File: src/rtl/rrbm_pkg.sv
`timescale 1ns / 1ps
`default_nettype none

package rrbm_pkg;

    localparam int ADDR_W   = 16;
    localparam int DATA_W   = 8;
    localparam int MAP_W    = 22;
    localparam int BANK_W   = 7;
    localparam int SRAM_W   = 8;
    localparam int ROM_OFS_W  = 14;
    localparam int SRAM_OFS_W = 13;

    typedef logic [1:0] t_cmd;

    localparam t_cmd CMD_WRITE    = 2'd0;
    localparam t_cmd CMD_MAP_ROM  = 2'd1;
    localparam t_cmd CMD_MAP_SRAM = 2'd2;

    typedef logic [2:0] t_region;

    localparam t_region REGION_RAM_EN   = 3'd0;
    localparam t_region REGION_ROM_BANK = 3'd1;
    localparam t_region REGION_UPPER    = 3'd2;
    localparam t_region REGION_MODE     = 3'd3;

    localparam logic [3:0]        RAM_EN_KEY     = 4'hA;
    localparam logic [BANK_W-1:0] UPPER_BANK_RST = 7'd1;

    typedef struct packed {
        logic              ram_en;
        logic [BANK_W-1:0] upper_bank;
        logic [BANK_W-1:0] lower_bank;
        logic [SRAM_W-1:0] sram_bank;
        logic              mode;
    } t_bank_state;

    typedef struct packed {
        logic              en;
        logic [ADDR_W-1:0] addr;
        logic [DATA_W-1:0] data;
    } t_wr_req;

endpackage

`default_nettype wire

File: src/rtl/rrbm_if.sv
`timescale 1ns / 1ps
`default_nettype none

interface rrbm_in_if;
    logic                       valid;
    logic                       ready;
    rrbm_pkg::t_cmd             cmd;
    logic [rrbm_pkg::ADDR_W-1:0] bus_address;
    logic [rrbm_pkg::DATA_W-1:0] write_data;

    modport source (output valid, output cmd, output bus_address, output write_data,
                    input ready);
    modport sink   (input valid, input cmd, input bus_address, input write_data,
                    output ready);
endinterface

interface rrbm_out_if;
    logic                       valid;
    logic                       ready;
    logic [rrbm_pkg::MAP_W-1:0] mapped_address;
    logic                       ram_on;

    modport source (output valid, output mapped_address, output ram_on, input ready);
    modport sink   (input valid, input mapped_address, input ram_on, output ready);
endinterface

`default_nettype wire

File: src/rtl/rrbm_regs.sv
`timescale 1ns / 1ps
`default_nettype none

module rrbm_regs (
    input  wire                   i_clk,
    input  wire                   i_rst_n,
    input  rrbm_pkg::t_wr_req     i_wr,
    output rrbm_pkg::t_bank_state o_state,
    output logic                  o_ram_on_next
);

    rrbm_pkg::t_bank_state r_state;
    rrbm_pkg::t_bank_state n_state;
    logic [4:0]            w_low_bits;
    logic [1:0]            w_hi_bits;

    assign w_low_bits = (i_wr.data[4:0] == 5'd0) ? 5'd1 : i_wr.data[4:0];
    assign w_hi_bits  = i_wr.data[1:0];

    always_comb begin
        n_state = r_state;
        if (i_wr.en) begin
            unique case (i_wr.addr[15:13])
                rrbm_pkg::REGION_RAM_EN: begin
                    n_state.ram_en = (i_wr.data[3:0] == rrbm_pkg::RAM_EN_KEY);
                end
                rrbm_pkg::REGION_ROM_BANK: begin
                    n_state.upper_bank = {r_state.upper_bank[6:5], w_low_bits};
                end
                rrbm_pkg::REGION_UPPER: begin
                    if (r_state.mode) begin
                        n_state.lower_bank = {w_hi_bits, 5'd0};
                        n_state.upper_bank = {w_hi_bits, r_state.upper_bank[4:0]};
                    end else begin
                        n_state.sram_bank = i_wr.data;
                    end
                end
                rrbm_pkg::REGION_MODE: begin
                    n_state.mode = i_wr.data[0];
                end
                default: begin
                end
            endcase
        end
    end

    always_ff @(posedge i_clk) begin
        if (!i_rst_n) begin
            r_state.ram_en     <= 1'b0;
            r_state.upper_bank <= rrbm_pkg::UPPER_BANK_RST;
            r_state.lower_bank <= '0;
            r_state.sram_bank  <= '0;
            r_state.mode       <= 1'b0;
        end else begin
            r_state <= n_state;
        end
    end

    assign o_state       = r_state;
    assign o_ram_on_next = n_state.ram_en;

    a_upper_low_nonzero: assert property (@(posedge i_clk) disable iff (!i_rst_n)
        r_state.upper_bank[4:0] != 5'd0)
        else $error("ROM bank low bits are zero.");

    a_lower_low_clear: assert property (@(posedge i_clk) disable iff (!i_rst_n)
        r_state.lower_bank[4:0] == 5'd0)
        else $error("Lower area bank has low bits set.");

    a_sram_only_mode0: assert property (@(posedge i_clk) disable iff (!i_rst_n)
        r_state.mode |=> (r_state.sram_bank == $past(r_state.sram_bank)))
        else $error("SRAM bank changed in banking mode 1.");

endmodule

`default_nettype wire

File: src/rtl/rrbm_map.sv
`timescale 1ns / 1ps
`default_nettype none

module rrbm_map (
    input  rrbm_pkg::t_cmd                i_cmd,
    input  wire [rrbm_pkg::ADDR_W-1:0]    i_bus_address,
    input  rrbm_pkg::t_bank_state         i_state,
    output logic [rrbm_pkg::MAP_W-1:0]    o_mapped_address
);

    logic [rrbm_pkg::MAP_W-1:0] w_rom_addr;
    logic [rrbm_pkg::MAP_W-1:0] w_sram_addr;
    logic [rrbm_pkg::BANK_W-1:0] w_rom_bank;

    always_comb begin
        if (i_bus_address[15:14] == 2'd0) begin
            w_rom_bank = i_state.mode ? i_state.lower_bank : '0;
        end else begin
            w_rom_bank = i_state.upper_bank;
        end
    end

    assign w_rom_addr = {1'b0, w_rom_bank, i_bus_address[rrbm_pkg::ROM_OFS_W-1:0]};

    assign w_sram_addr = {1'b0, i_state.sram_bank, {rrbm_pkg::SRAM_OFS_W{1'b0}}}
                       + {6'd0, i_bus_address};

    always_comb begin
        unique case (i_cmd)
            rrbm_pkg::CMD_MAP_ROM:  o_mapped_address = w_rom_addr;
            rrbm_pkg::CMD_MAP_SRAM: o_mapped_address = w_sram_addr;
            default:                o_mapped_address = '0;
        endcase
    end

endmodule

`default_nettype wire

File: src/rtl/rom_ram_bank_mapper_type1_core.sv
`timescale 1ns / 1ps
`default_nettype none

// Channel  Dir  Beat
// i_in     in   cmd, bus_address, write_data
// o_out    out  mapped_address, ram_on
//
// Each beat passes an input register and a result register. Its result is offered once it
// has moved into the result register, and one beat is taken every cycle while the output is not stalled.
// The bank registers change as a write moves from the input to the result register.
// Reset clears both valid flags and returns the bank registers to their power-up values.
// A stalled output holds its beat, and the input register still takes a new beat
// whenever its current one can move on.

module rom_ram_bank_mapper_type1_core (
    input  wire         i_clk,
    input  wire         i_rst_n,
    rrbm_in_if.sink     i_in,
    rrbm_out_if.source  o_out
);

    logic                        r_in_valid;
    rrbm_pkg::t_cmd              r_in_cmd;
    logic [rrbm_pkg::ADDR_W-1:0] r_in_addr;
    logic [rrbm_pkg::DATA_W-1:0] r_in_data;

    logic                        r_out_valid;
    logic [rrbm_pkg::MAP_W-1:0]  r_out_mapped;
    logic                        r_out_ram_on;

    logic                        n_in_valid;
    logic                        n_out_valid;

    logic                        w_out_free;
    logic                        w_adv;
    logic                        w_take;
    rrbm_pkg::t_wr_req           w_wr;
    rrbm_pkg::t_bank_state       w_state;
    logic                        w_ram_on_next;
    logic [rrbm_pkg::MAP_W-1:0]  w_mapped;

    assign w_out_free = !r_out_valid || o_out.ready;
    assign w_adv      = r_in_valid && w_out_free;
    assign i_in.ready = !r_in_valid || w_out_free;
    assign w_take     = i_in.valid && i_in.ready;

    assign w_wr.en   = w_adv && (r_in_cmd == rrbm_pkg::CMD_WRITE);
    assign w_wr.addr = r_in_addr;
    assign w_wr.data = r_in_data;

    rrbm_regs u_regs (
        .i_clk         (i_clk),
        .i_rst_n       (i_rst_n),
        .i_wr          (w_wr),
        .o_state       (w_state),
        .o_ram_on_next (w_ram_on_next)
    );

    rrbm_map u_map (
        .i_cmd            (r_in_cmd),
        .i_bus_address    (r_in_addr),
        .i_state          (w_state),
        .o_mapped_address (w_mapped)
    );

    always_comb begin
        n_in_valid = r_in_valid;
        if (w_take) begin
            n_in_valid = 1'b1;
        end else if (w_adv) begin
            n_in_valid = 1'b0;
        end
        n_out_valid = r_out_valid;
        if (w_adv) begin
            n_out_valid = 1'b1;
        end else if (o_out.ready) begin
            n_out_valid = 1'b0;
        end
    end

    always_ff @(posedge i_clk) begin
        if (!i_rst_n) begin
            r_in_valid  <= 1'b0;
            r_out_valid <= 1'b0;
        end else begin
            r_in_valid  <= n_in_valid;
            r_out_valid <= n_out_valid;
        end
    end

    always_ff @(posedge i_clk) begin
        if (w_take) begin
            r_in_cmd  <= i_in.cmd;
            r_in_addr <= i_in.bus_address;
            r_in_data <= i_in.write_data;
        end
        if (w_adv) begin
            r_out_mapped <= w_mapped;
            r_out_ram_on <= w_ram_on_next;
        end
    end

    assign o_out.valid          = r_out_valid;
    assign o_out.mapped_address = r_out_mapped;
    assign o_out.ram_on         = r_out_ram_on;

    a_write_maps_zero: assert property (@(posedge i_clk) disable iff (!i_rst_n)
        (w_adv && (r_in_cmd == rrbm_pkg::CMD_WRITE)) |=> (r_out_mapped == '0))
        else $error("A write produced a nonzero mapped address.");

    a_hold_blocked_item: assert property (@(posedge i_clk) disable iff (!i_rst_n)
        (r_in_valid && !w_out_free) |=> (r_in_valid && $stable(r_in_cmd)
                                         && $stable(r_in_addr)))
        else $error("Blocked input beat was lost or changed.");

    a_rom_fixed_area: assert property (@(posedge i_clk) disable iff (!i_rst_n)
        (w_adv && (r_in_cmd == rrbm_pkg::CMD_MAP_ROM) && (r_in_addr[15:14] == 2'd0)
         && !w_state.mode) |=> (r_out_mapped == {6'd0, $past(r_in_addr)}))
        else $error("Fixed ROM area did not map to itself in mode 0.");

endmodule

`default_nettype wire

File: src/flat_wrapper.sv
// flat-port wrapper written by rule: the top's interface ports become plain ports
module rom_ram_bank_mapper_type1_core_flat 
  (i_clk, i_rst_n, i_in_valid, i_in_cmd, i_in_bus_address, i_in_write_data, i_in_ready, o_out_valid, o_out_mapped_address, o_out_ram_on, o_out_ready);
  rrbm_in_if i_in_i ();
  rrbm_out_if o_out_i ();
  input  wire i_clk;
  input  wire i_rst_n;
  input wire logic [$bits(i_in_i.valid)-1:0] i_in_valid;
  input wire logic [$bits(i_in_i.cmd)-1:0] i_in_cmd;
  input wire logic [$bits(i_in_i.bus_address)-1:0] i_in_bus_address;
  input wire logic [$bits(i_in_i.write_data)-1:0] i_in_write_data;
  output wire logic [$bits(i_in_i.ready)-1:0] i_in_ready;
  output wire logic [$bits(o_out_i.valid)-1:0] o_out_valid;
  output wire logic [$bits(o_out_i.mapped_address)-1:0] o_out_mapped_address;
  output wire logic [$bits(o_out_i.ram_on)-1:0] o_out_ram_on;
  input wire logic [$bits(o_out_i.ready)-1:0] o_out_ready;
  assign i_in_i.valid = i_in_valid;
  assign i_in_i.cmd = i_in_cmd;
  assign i_in_i.bus_address = i_in_bus_address;
  assign i_in_i.write_data = i_in_write_data;
  assign i_in_ready = i_in_i.ready;
  assign o_out_valid = o_out_i.valid;
  assign o_out_mapped_address = o_out_i.mapped_address;
  assign o_out_ram_on = o_out_i.ram_on;
  assign o_out_i.ready = o_out_ready;
  rom_ram_bank_mapper_type1_core u_core (.i_clk(i_clk), .i_rst_n(i_rst_n), .i_in(i_in_i), .o_out(o_out_i));
endmodule
File: config.mk
export PLATFORM = sky130hd
export DESIGN_NAME = rom_ram_bank_mapper_type1_core_flat
export DESIGN_NICKNAME = d
export VERILOG_FILES = /design/src/rtl/rrbm_pkg.sv /design/src/rtl/rrbm_if.sv /design/src/rtl/rrbm_regs.sv /design/src/rtl/rrbm_map.sv /design/src/rtl/rom_ram_bank_mapper_type1_core.sv /design/src/flat_wrapper.sv
export SDC_FILE = /design/constraint.sdc
export NUM_CORES = 1
export LEC_CHECK = 0
export BUFFER_PORTS_ARGS = -buffer_cell sky130_fd_sc_hd__buf_2
export CORE_MARGIN = 3
export CORE_UTILIZATION = 40
export CTS_CLUSTER_DIAMETER = 60
export CTS_CLUSTER_SIZE = 20
export DETAILED_ROUTE_END_ITERATION = 16
export PLACE_DENSITY = 0.67
export SLEW_MARGIN = 10
export SYNTH_ARGS = -nofsm -noshare
export SYNTH_HDL_FRONTEND = slang
export SYNTH_SLANG_ARGS = --single-unit
File: constraint.sdc
create_clock -name i_clk -period 2.3 [get_ports i_clk]
set_input_delay 0.345 -clock i_clk [delete_from_list [all_inputs] [get_ports i_clk]]
set_output_delay 0.345 -clock i_clk [all_outputs]
set_load 0.05 [all_outputs]
Yosys cells after proc, flatten, opt, wreduce, memory -nomap -nowiden
Cells that the tools add are included.
{"block": "totals", "reg_bits": 70, "inputBits": 30, "out_inout_bits": 25, "word_cells": 56}
{"block": "classes", "addsub": 1, "eq_ne": 6, "muxes": 15, "bitwise": 3, "reduce_logical": 18}
{"cell": "$pmux 22 s2", "count": 1}
{"cell": "$mux 24", "count": 1}
{"cell": "$add 21x16->22", "count": 1}
{"cell": "$mux 15", "count": 1}
{"cell": "$mux 14", "count": 1}
{"cell": "$mux 7", "count": 2}
{"cell": "$pmux 7 s2", "count": 1}
{"cell": "$reduce_and 3->1", "count": 3}
{"cell": "$mux 8", "count": 1}
{"cell": "$eq 3x2->1 const B", "count": 2}
{"cell": "$mux 1", "count": 6}
{"cell": "$logic_not 5->1", "count": 1}
{"cell": "$mux 5", "count": 1}
{"cell": "$eq 4x4->1 const B", "count": 1}
{"cell": "$logic_not 2->1", "count": 2}
{"cell": "$reduce_and 4->1", "count": 1}
{"cell": "$reduce_bool 2->1", "count": 2}
{"cell": "$eq 3x1->1 const B", "count": 1}
{"cell": "$logic_and 1x1->1", "count": 3}
{"cell": "$logic_not 3->1", "count": 1}
{"cell": "$not 1->1", "count": 3}
{"cell": "$eq 2x1->1 const B", "count": 1}
{"cell": "$eq 2x2->1 const B", "count": 1}
{"cell": "$logic_not 1->1", "count": 2}
{"cell": "2 further kinds", "count": 3}

Logic depth before layout (Yosys ltp)
Gate-level depths: netlist of run 1.
{"block": "depth", "ltp_word": 5, "mapped_depth": 7, "depth_no_buf": 6}

Cells and area by module
Synthesis of run 1 repeated with hierarchy kept, for this count alone.
{"block": "unflattened", "hier_cells": 217, "hier_area_um2": 2914.0}
{"mod": "rom_ram_bank_mapper_type1_core", "instances": 1, "cells_per_inst": 59, "area_each_um2": 1582.8, "seq_area_each_um2": 1511.4}
{"mod": "rrbm_regs", "instances": 1, "cells_per_inst": 85, "area_each_um2": 850.8, "seq_area_each_um2": 380.4}
{"mod": "rrbm_map", "instances": 1, "cells_per_inst": 73, "area_each_um2": 480.5, "seq_area_each_um2": 0.0}

Least setup slack after synthesis of run 1
Ideal clock, no wire load.
{"block": "synth_timing", "kind": "register to register", "startpoint": "register u_core.r_out_valid (netlist: u_core.o_out.valid)", "endpoint": "register u_core.r_in_addr[0] (netlist bit), enable pin", "setup_ns": 0.385, "arrival_ns": 1.804, "required_time_ns": 1.915, "slack_ns": 0.111, "path_stages_with_launch": 4, "n_path_buf": 0, "synth_period_minus_slack_ns": 2.189, "path_cell_list": "dfxtp_1 > nor2b_1 > nand2_1 > and2_1"}
{"block": "synth_via", "elab_chain_len": 4}
{"item": "start: declaration", "line_no": "rom_ram_bank_mapper_type1_core.sv:27", "rtl": "logic r_out_valid;"}
{"item": "start signal: assignment", "line_no": "rom_ram_bank_mapper_type1_core.sv:87", "rtl": "r_out_valid <= n_out_valid;"}
{"item": "$logic_not 1->1", "line_no": "rom_ram_bank_mapper_type1_core.sv:42", "rtl": "assign w_out_free = !r_out_valid || o_out.ready;"}
{"item": "$logic_or 1x1->1", "line_no": "rom_ram_bank_mapper_type1_core.sv:42"}
{"item": "$logic_or 1x1->1", "line_no": "rom_ram_bank_mapper_type1_core.sv:44", "rtl": "assign i_in.ready = !r_in_valid || w_out_free;"}
{"item": "net i_in_ready", "line_no": "flat_wrapper.sv:12", "rtl": "output wire logic [$bits(i_in_i.ready)-1:0] i_in_ready;"}
{"item": "$logic_and 1x1->1", "line_no": "rom_ram_bank_mapper_type1_core.sv:45", "rtl": "assign w_take = i_in.valid && i_in.ready;"}
{"item": "end signal: assignment", "line_no": "rom_ram_bank_mapper_type1_core.sv:94", "rtl": "r_in_addr <= i_in.bus_address;"}
{"item": "end: declaration", "line_no": "rom_ram_bank_mapper_type1_core.sv:24", "rtl": "logic [rrbm_pkg::ADDR_W-1:0] r_in_addr;"}
The timed path passes the listed nets, and every way through them passes these cells.
A chain may end at the register's enable or synchronous reset.

Final worst setup path of run 1
{"block": "layout_timing", "startpoint": "register u_core.r_in_addr[13] (netlist bit)", "endpoint": "register u_core.r_out_mapped, in the netlist u_core.o_out.mapped_address[19], data pin"}
{"block": "layout_via", "elab_chain_len": 2}
{"item": "$add 21x16->22", "line_no": "rrbm_map.sv:26", "rtl": "+ {6'd0, i_bus_address};"}
{"item": "$pmux 22 s2", "line_no": "rrbm_map.sv:29", "rtl": "unique case (i_cmd)"}
{"item": "net u_core.u_map.o_mapped_address, one bit", "line_no": "rrbm_map.sv:8", "rtl": "output logic [rrbm_pkg::MAP_W-1:0] o_mapped_address"}
{"item": "end signal: assignment", "line_no": "rom_ram_bank_mapper_type1_core.sv:98", "rtl": "r_out_mapped <= w_mapped;"}
{"item": "end: declaration", "line_no": "rom_ram_bank_mapper_type1_core.sv:28", "rtl": "logic [rrbm_pkg::MAP_W-1:0] r_out_mapped;"}
The timed path passes the listed nets, and every way through them passes these cells.

==> impl_metrics.ini, run 1 <==
[sta]
grt_setup_unrepaired = false
fin_crit_ps = 2060
finalHoldViolCount = 0
fin_skew_ps = 9.127
max-slew-margin-rel_pct = 63.72
fin_crit_sh_pct = 89.56
finalSetupViolations = 0
fin_tns_setup_ps = 0
worst_slew_pin_slew_ps = 544.2
slew_viol_final = 0
max_freq_mhz = 485.4

[final_layout]
stdcell_count = 365
fill_cells = 604
utilization_pct = 49.87
antenna_cells = 0
drive_gt1_share_pct = 29.00
finish.net_count = 301
area_delta_synth_final_pct = 18.99

[placed_design]
hpwlAfterDp_um = 3510
dp.cells = 349
numPortBuffers = 54
place_congestion = 0.8888

[detailed_routing]
dr_total_vias = 1692
wl_um = 5020
drt-initial-drc-count = 97
vias_per_cell = 4.636
antenna_left = 0
dr.pass1.iters = 4
wl_per_cell_um = 13.75
drc = 0

[critical_path]
cp_slowest_cell = edfxtp_1
cp.required_ps = 2390
crit_path_start_kind = register
arrival_ps = 2150
cp_max_fo = 7
crit_path_end_kind = register
path_class = reg2reg
cp_cell_sequence = ha_1, fa_1, a21oi_1, nor3b_1, xnor2_1, o22ai_1
worst_path_largest_cell_delay_ps = 470

[logic_synthesis]
synth.avg_cell_area_um2 = 14.04
synth_xor_area_share_pct = 1.217
synth_top_family_by_area = simple AND/OR/NAND/NOR gates
synthArstFlopShare_pct = 0
yosys_warnings = 0
yosysMostFrequentCell = edfxtp_1
yosys.area.top_type = edfxtp_1
synth_ff_type = edfxtp_1
synth-simple-area-share_pct = 16.73
syn-num-nets = 242
synth.area.top_cells = edfxtp_1 51%, dfxtp_1 15%, mux2i_1 5.9%
yosys.cell_types.count = 40
synth_compound_area_share_pct = 4.476
synth_seq_cells = 70
synthTopCellsByCount = 49 x edfxtp_1, 23 x nor2b_1, 21 x dfxtp_1, 17 x and2_1, 17 x mux2i_1
synth_top_area_share_pct = 51.11
netlist_area_um2 = 2879
ys_seq_area_share_pct = 65.71
synth-edff-count = 49
synthCells = 205
yosys.area_share.adder_pct = 3.303
muxShareOfSynthArea_pct = 6.432

[power_and_ir_drop]
power_density_nw_per_um2 = 762.2
peakVddDrop_uv = 325.4
p_leak_uw = 0.001343

[run]
cap_violations = 0

[grt]
grt_pass1_wl_um = 8197
grt_max_degree = 27
grt_pass1_vias = 1614
grt_overflow = 0
grt_antenna_before_repair = 0
grt_usage_pct = 12.93

[hold_path]
hp-class = in2reg

[clocking]
insertion_delay_ps = 340
cts-root-buf = clkbuf_8
numClockSinks = 70
postCtsSetupRepairBufs = 0
clk_pin_slew_worst_paths_ps = 80
cts_made_buffers = 9
cts_resized = 0
clk_path_buf_depth = 2
cts_tree = built
cts-htree-levels = 3
cts_hold_buffers = 0

[floorplanning]
core_um2 = 6869
die_h_um = 90.84
ioPinCount = 55
placementRows = 30
die_area_um2 = 8252
start_util_pct = 41.91
die_w_um = 90.84

[outcome]
status = finished, final reports clean
-- path summary, 6_finish.rpt --
check	from	end	slack, ps	depth (start not counted)
worst max register to register	u_core.r_in_addr[13]	u_core.o_out.mapped_address[19]	240	6
worst max-delay path	u_core.r_in_addr[13]	u_core.o_out.mapped_address[19]	240	6
worst min-delay path	i_in_bus_address[10]	u_core.r_in_addr[10]	180	1
worst min register to register	u_core.u_regs.o_state[16]	u_core.u_regs.o_state[16]	490	2
-- state kept, by name (all words and copies together) (netlist names) --
register                     flops
u_core.u_regs.o_state           19
u_core.o_out.mapped_address     22
u_core.r_in_data                 8
u_core.o_out.valid               1
u_core.r_in_addr                16
u_core.r_in_cmd                  2
u_core.o_out.ram_on              1
u_core.r_in_valid                1
-- worst max-delay path: cells and delay by family, from the launching register on --
kind	cells	cell delay (ps)
adders and majority gates	2	650
xor gates and xnor gates	1	150
and+or+nand+nor	1	120
DFF	1	470
AOI/OAI and AO/OA	2	420
-- cells in the final DEF (no fill, tap or decap), types with 2 or more instances in the layout --
cell type   Yosys  layout
dfxtp_1        21      21
inv_1           3       3
and2_1         17      17
clkinvlp_4      0       2
o21a_1          3       3
nand3_1         4       4
edfxtp_1       49      49
nor2b_1        23      23
o21ai_0         5       5
buf_2           0      54
ha_1            6       6
xnor2_1         3       3
nand2_1         9       9
nor2_1          3       3
o211ai_1        2       2
nand4_1         5       5
a22oi_1         3       3
clkbuf_8        0       9
a21oi_1         6       6
mux2i_1        17      17
clkinv_4        0       2
-- cell families after synthesis --
family	Yosys count
adder cells (fa/ha/maj)	7
multiplexers	18
AND/OR/NAND/NOR	75
flip-flops	70
AO/OA/AOI/OAI	21
XOR/XNOR	4
buffers and inverters	10
-- cell type report --
cell class / instances / area, µm² / area share [%]
tap: 96 / 120.1 / 3.506
timing repair buffer: 55 / 277.8 / 8.108
clock inverter: 6 / 71.32 / 2.082
multi-input combinational: 125 / 925.9 / 27.03
inverter: 3 / 11.26 / 0.3287
clock buffer: 10 / 127.6 / 3.725
sequential: 70 / 1892 / 55.22
-- where the power goes --
group | internal [µW] | switching [µW] | leakage [µW]
logic | 65.8 | 150 | 0.000613
clock network | 508 | 459 | 0.0000931
registers | 1400 | 23.5 | 0.000636
-- per-layer routing --
metal / vias to the layer above / wire (µm) / GRT usage (%)
met3: 9 / 191 / 3.917
met2: 34 / 2413 / 19.70
li1: 858 / - / -
met4: 0 / 100 / 6.910
met5: - / 0 / 0
met1: 791 / 2315 / 16.51
-- per-stage QoR --
stage,power (µW),setup WS (ps),hold slack [ps],area (µm²)
4_1_cts,2651,260.9,155.3,3426
3_5_place_dp,1675,257.6,482.2,3227
6_report,2611,240.0,175.8,3426
3_3_place_gp,1672,348.9,467.1,3227
5_1_grt,2727,135.4,155.1,3426
2_1_floorplan,1607,110.8,443.9,2879
(Power assumes the default switching activity.)
==> inputs of run 2 (changes only) <==
--- a/config.mk
+++ b/config.mk
@@ -14,2 +14,3 @@
 export PLACE_DENSITY = 0.67
+export SKIP_LAST_GASP = 1
 export SLEW_MARGIN = 10
==> constraint.sdc (replaced) <==
create_clock -name i_clk -period 2.3 [get_ports i_clk]
set_input_delay 0.46 -clock i_clk [delete_from_list [all_inputs] [get_ports i_clk]]
set_output_delay 0.46 -clock i_clk [all_outputs]
set_load 0.05 [all_outputs]
==> run 2 against run 1 <==
Compared with the run above:
- via count increased by 2.0%
- non-clock buffer count did not move
- maximum frequency is 1.9% higher
- first-iteration DRC count down 10%
- flip-flop and latch count unchanged
- combinational power barely moved
- largest power group unchanged
- count of clock-buffer cells in the layout unchanged
- highest routed layer unchanged
- clock power down 2%
- sequential power hardly changed
==> impl_metrics.ini, run 2 (synthesis gave the netlist of run 1 again) <==
[outcome]
status = finished, final reports clean

[clocking]
cts-htree-levels = 3
cts_tree = built
cts-root-buf = clkbuf_8
numClockSinks = 70
clk_path_buf_depth = 2
insertion_delay_ps = 350
cts_hold_buffers = 0
clk_pin_slew_worst_paths_ps = 80
cts_made_buffers = 9
postCtsSetupRepairBufs = 0
cts_resized = 0

[floorplanning]
core_um2 = 6869
ioPinCount = 55
die_h_um = 90.84
placementRows = 30
die_w_um = 90.84
start_util_pct = 41.91
die_area_um2 = 8252

[final_layout]
largest_reg_flops = 22
final_cell_mix = 54 x buf_2, 49 x edfxtp_1, 23 x nor2b_1
layout_commonest_cell = buf_2
fill_cells = 605
final_cell_area_um2 = 3418
drive_gt1_share_pct = 29.00
antenna_cells = 0
area_delta_synth_final_pct = 18.73
finish.net_count = 301

[power_and_ir_drop]
power_density_nw_per_um2 = 759.3
p_leak_uw = 0.001342
peakVddDrop_uv = 486.0

[detailed_routing]
wl_um = 5138
vias_per_cell = 4.726
drc = 0
dr_total_vias = 1725
wl_per_cell_um = 14.08
drt-initial-drc-count = 87
antenna_left = 0
dr.pass1.iters = 4

[critical_path]
crit_path_start_kind = register
arrival_ps = 2120
cp.required_ps = 2400
cp_max_fo = 7
path_class = reg2reg
crit_path_end_kind = register

[placed_design]
numPortBuffers = 54
place_congestion = 0.8865
place_ws_ps = 276.2
hpwlAfterDp_um = 3565
place_area_um2 = 3227

[grt]
grt_pass1_vias = 1686
grt_usage_pct = 13.08
grt_max_degree = 27
grt_overflow = 0
grt_antenna_before_repair = 0
grt_pass1_wl_um = 8266

[sta]
max_freq_mhz = 494.8
slew_viol_final = 0
fin_tns_setup_ps = 0
fin_crit_sh_pct = 87.88
max-slew-margin-rel_pct = 63.86
fin_skew_ps = 10.04
finalHoldViolCount = 0
fin_crit_ps = 2021
setup_ws_ps = 278.9
finalSetupViolations = 0
grt_setup_unrepaired = false
worst_slew_pin_slew_ps = 542.0

[run]
cap_violations = 0

[hold_path]
hp-class = in2reg
## run 2: changes by cell type in the layout (fill, tap and decap cells not counted), sizes merged
cell and delta:
inv -1, clkinv +1
## run 2: final cells by class
| cell class | instances | area, µm² | area share (%) |
|---|---|---|---|
| well taps | 96 | 120.1 | 3.514 |
| multi-input cells | 125 | 925.9 | 27.09 |
| flip-flops and latches | 70 | 1892 | 55.34 |
| clock inverters | 6 | 63.81 | 1.867 |
| repair buffers | 55 | 277.8 | 8.126 |
| clock buffers | 10 | 127.6 | 3.734 |
| inverters | 3 | 11.26 | 0.3294 |
## run 2: report_power, final
| part | leakage, µW | internal (µW) | switching, µW |
|---|---|---|---|
| combinational | 0.000613 | 65.9 | 150 |
| clock | 0.0000923 | 498 | 453 |
| sequential | 0.000636 | 1400 | 23.8 |
| total | 0.00134 | 1970 | 626 |
## run 2: path summary, 6_finish.rpt
path	from	endpoint	slack (ps)	depth (start not counted)
hold / removal	i_in_bus_address[2]	u_core.r_in_addr[2]	280	1
setup / recovery	u_core.r_in_addr[13]	u_core.o_out.mapped_address[19]	280	6
setup reg to reg	u_core.r_in_addr[13]	u_core.o_out.mapped_address[19]	280	6
hold reg to reg	u_core.u_regs.o_state[16]	u_core.u_regs.o_state[16]	500	2
## run 2: metrics by stage
step	total power, µW	hold slack, ps	std cells	utilization, %
after global routing	2706	258.3	365	49.76
after CTS	2633	259.2	365	49.76
after global placement	1672	467.0	349	46.98
after floorplan	1607	454.9	205	-
final	2595	281.6	365	49.76
after detailed placement	1675	478.7	349	46.98
## run 2: metal layers
layer  vias up  share of wire, %  global-route usage [%]  wire (µm)
met2        37                50                   21.06       2557
li1        857                 -                       -          -
met1       823                44                   15.15       2237
met4         0               1.6                   6.658         84
met3         8               5.0                   5.083        259
met5         -                 0                       0          0
## run 2: worst max-delay path: stages, from the launching register on
cell and delay (ps):
edfxtp_1 470, ha_1 260, fa_1 400, a21oi_1 290
nor3b_1 110, xnor2_1 150, o22ai_1 90
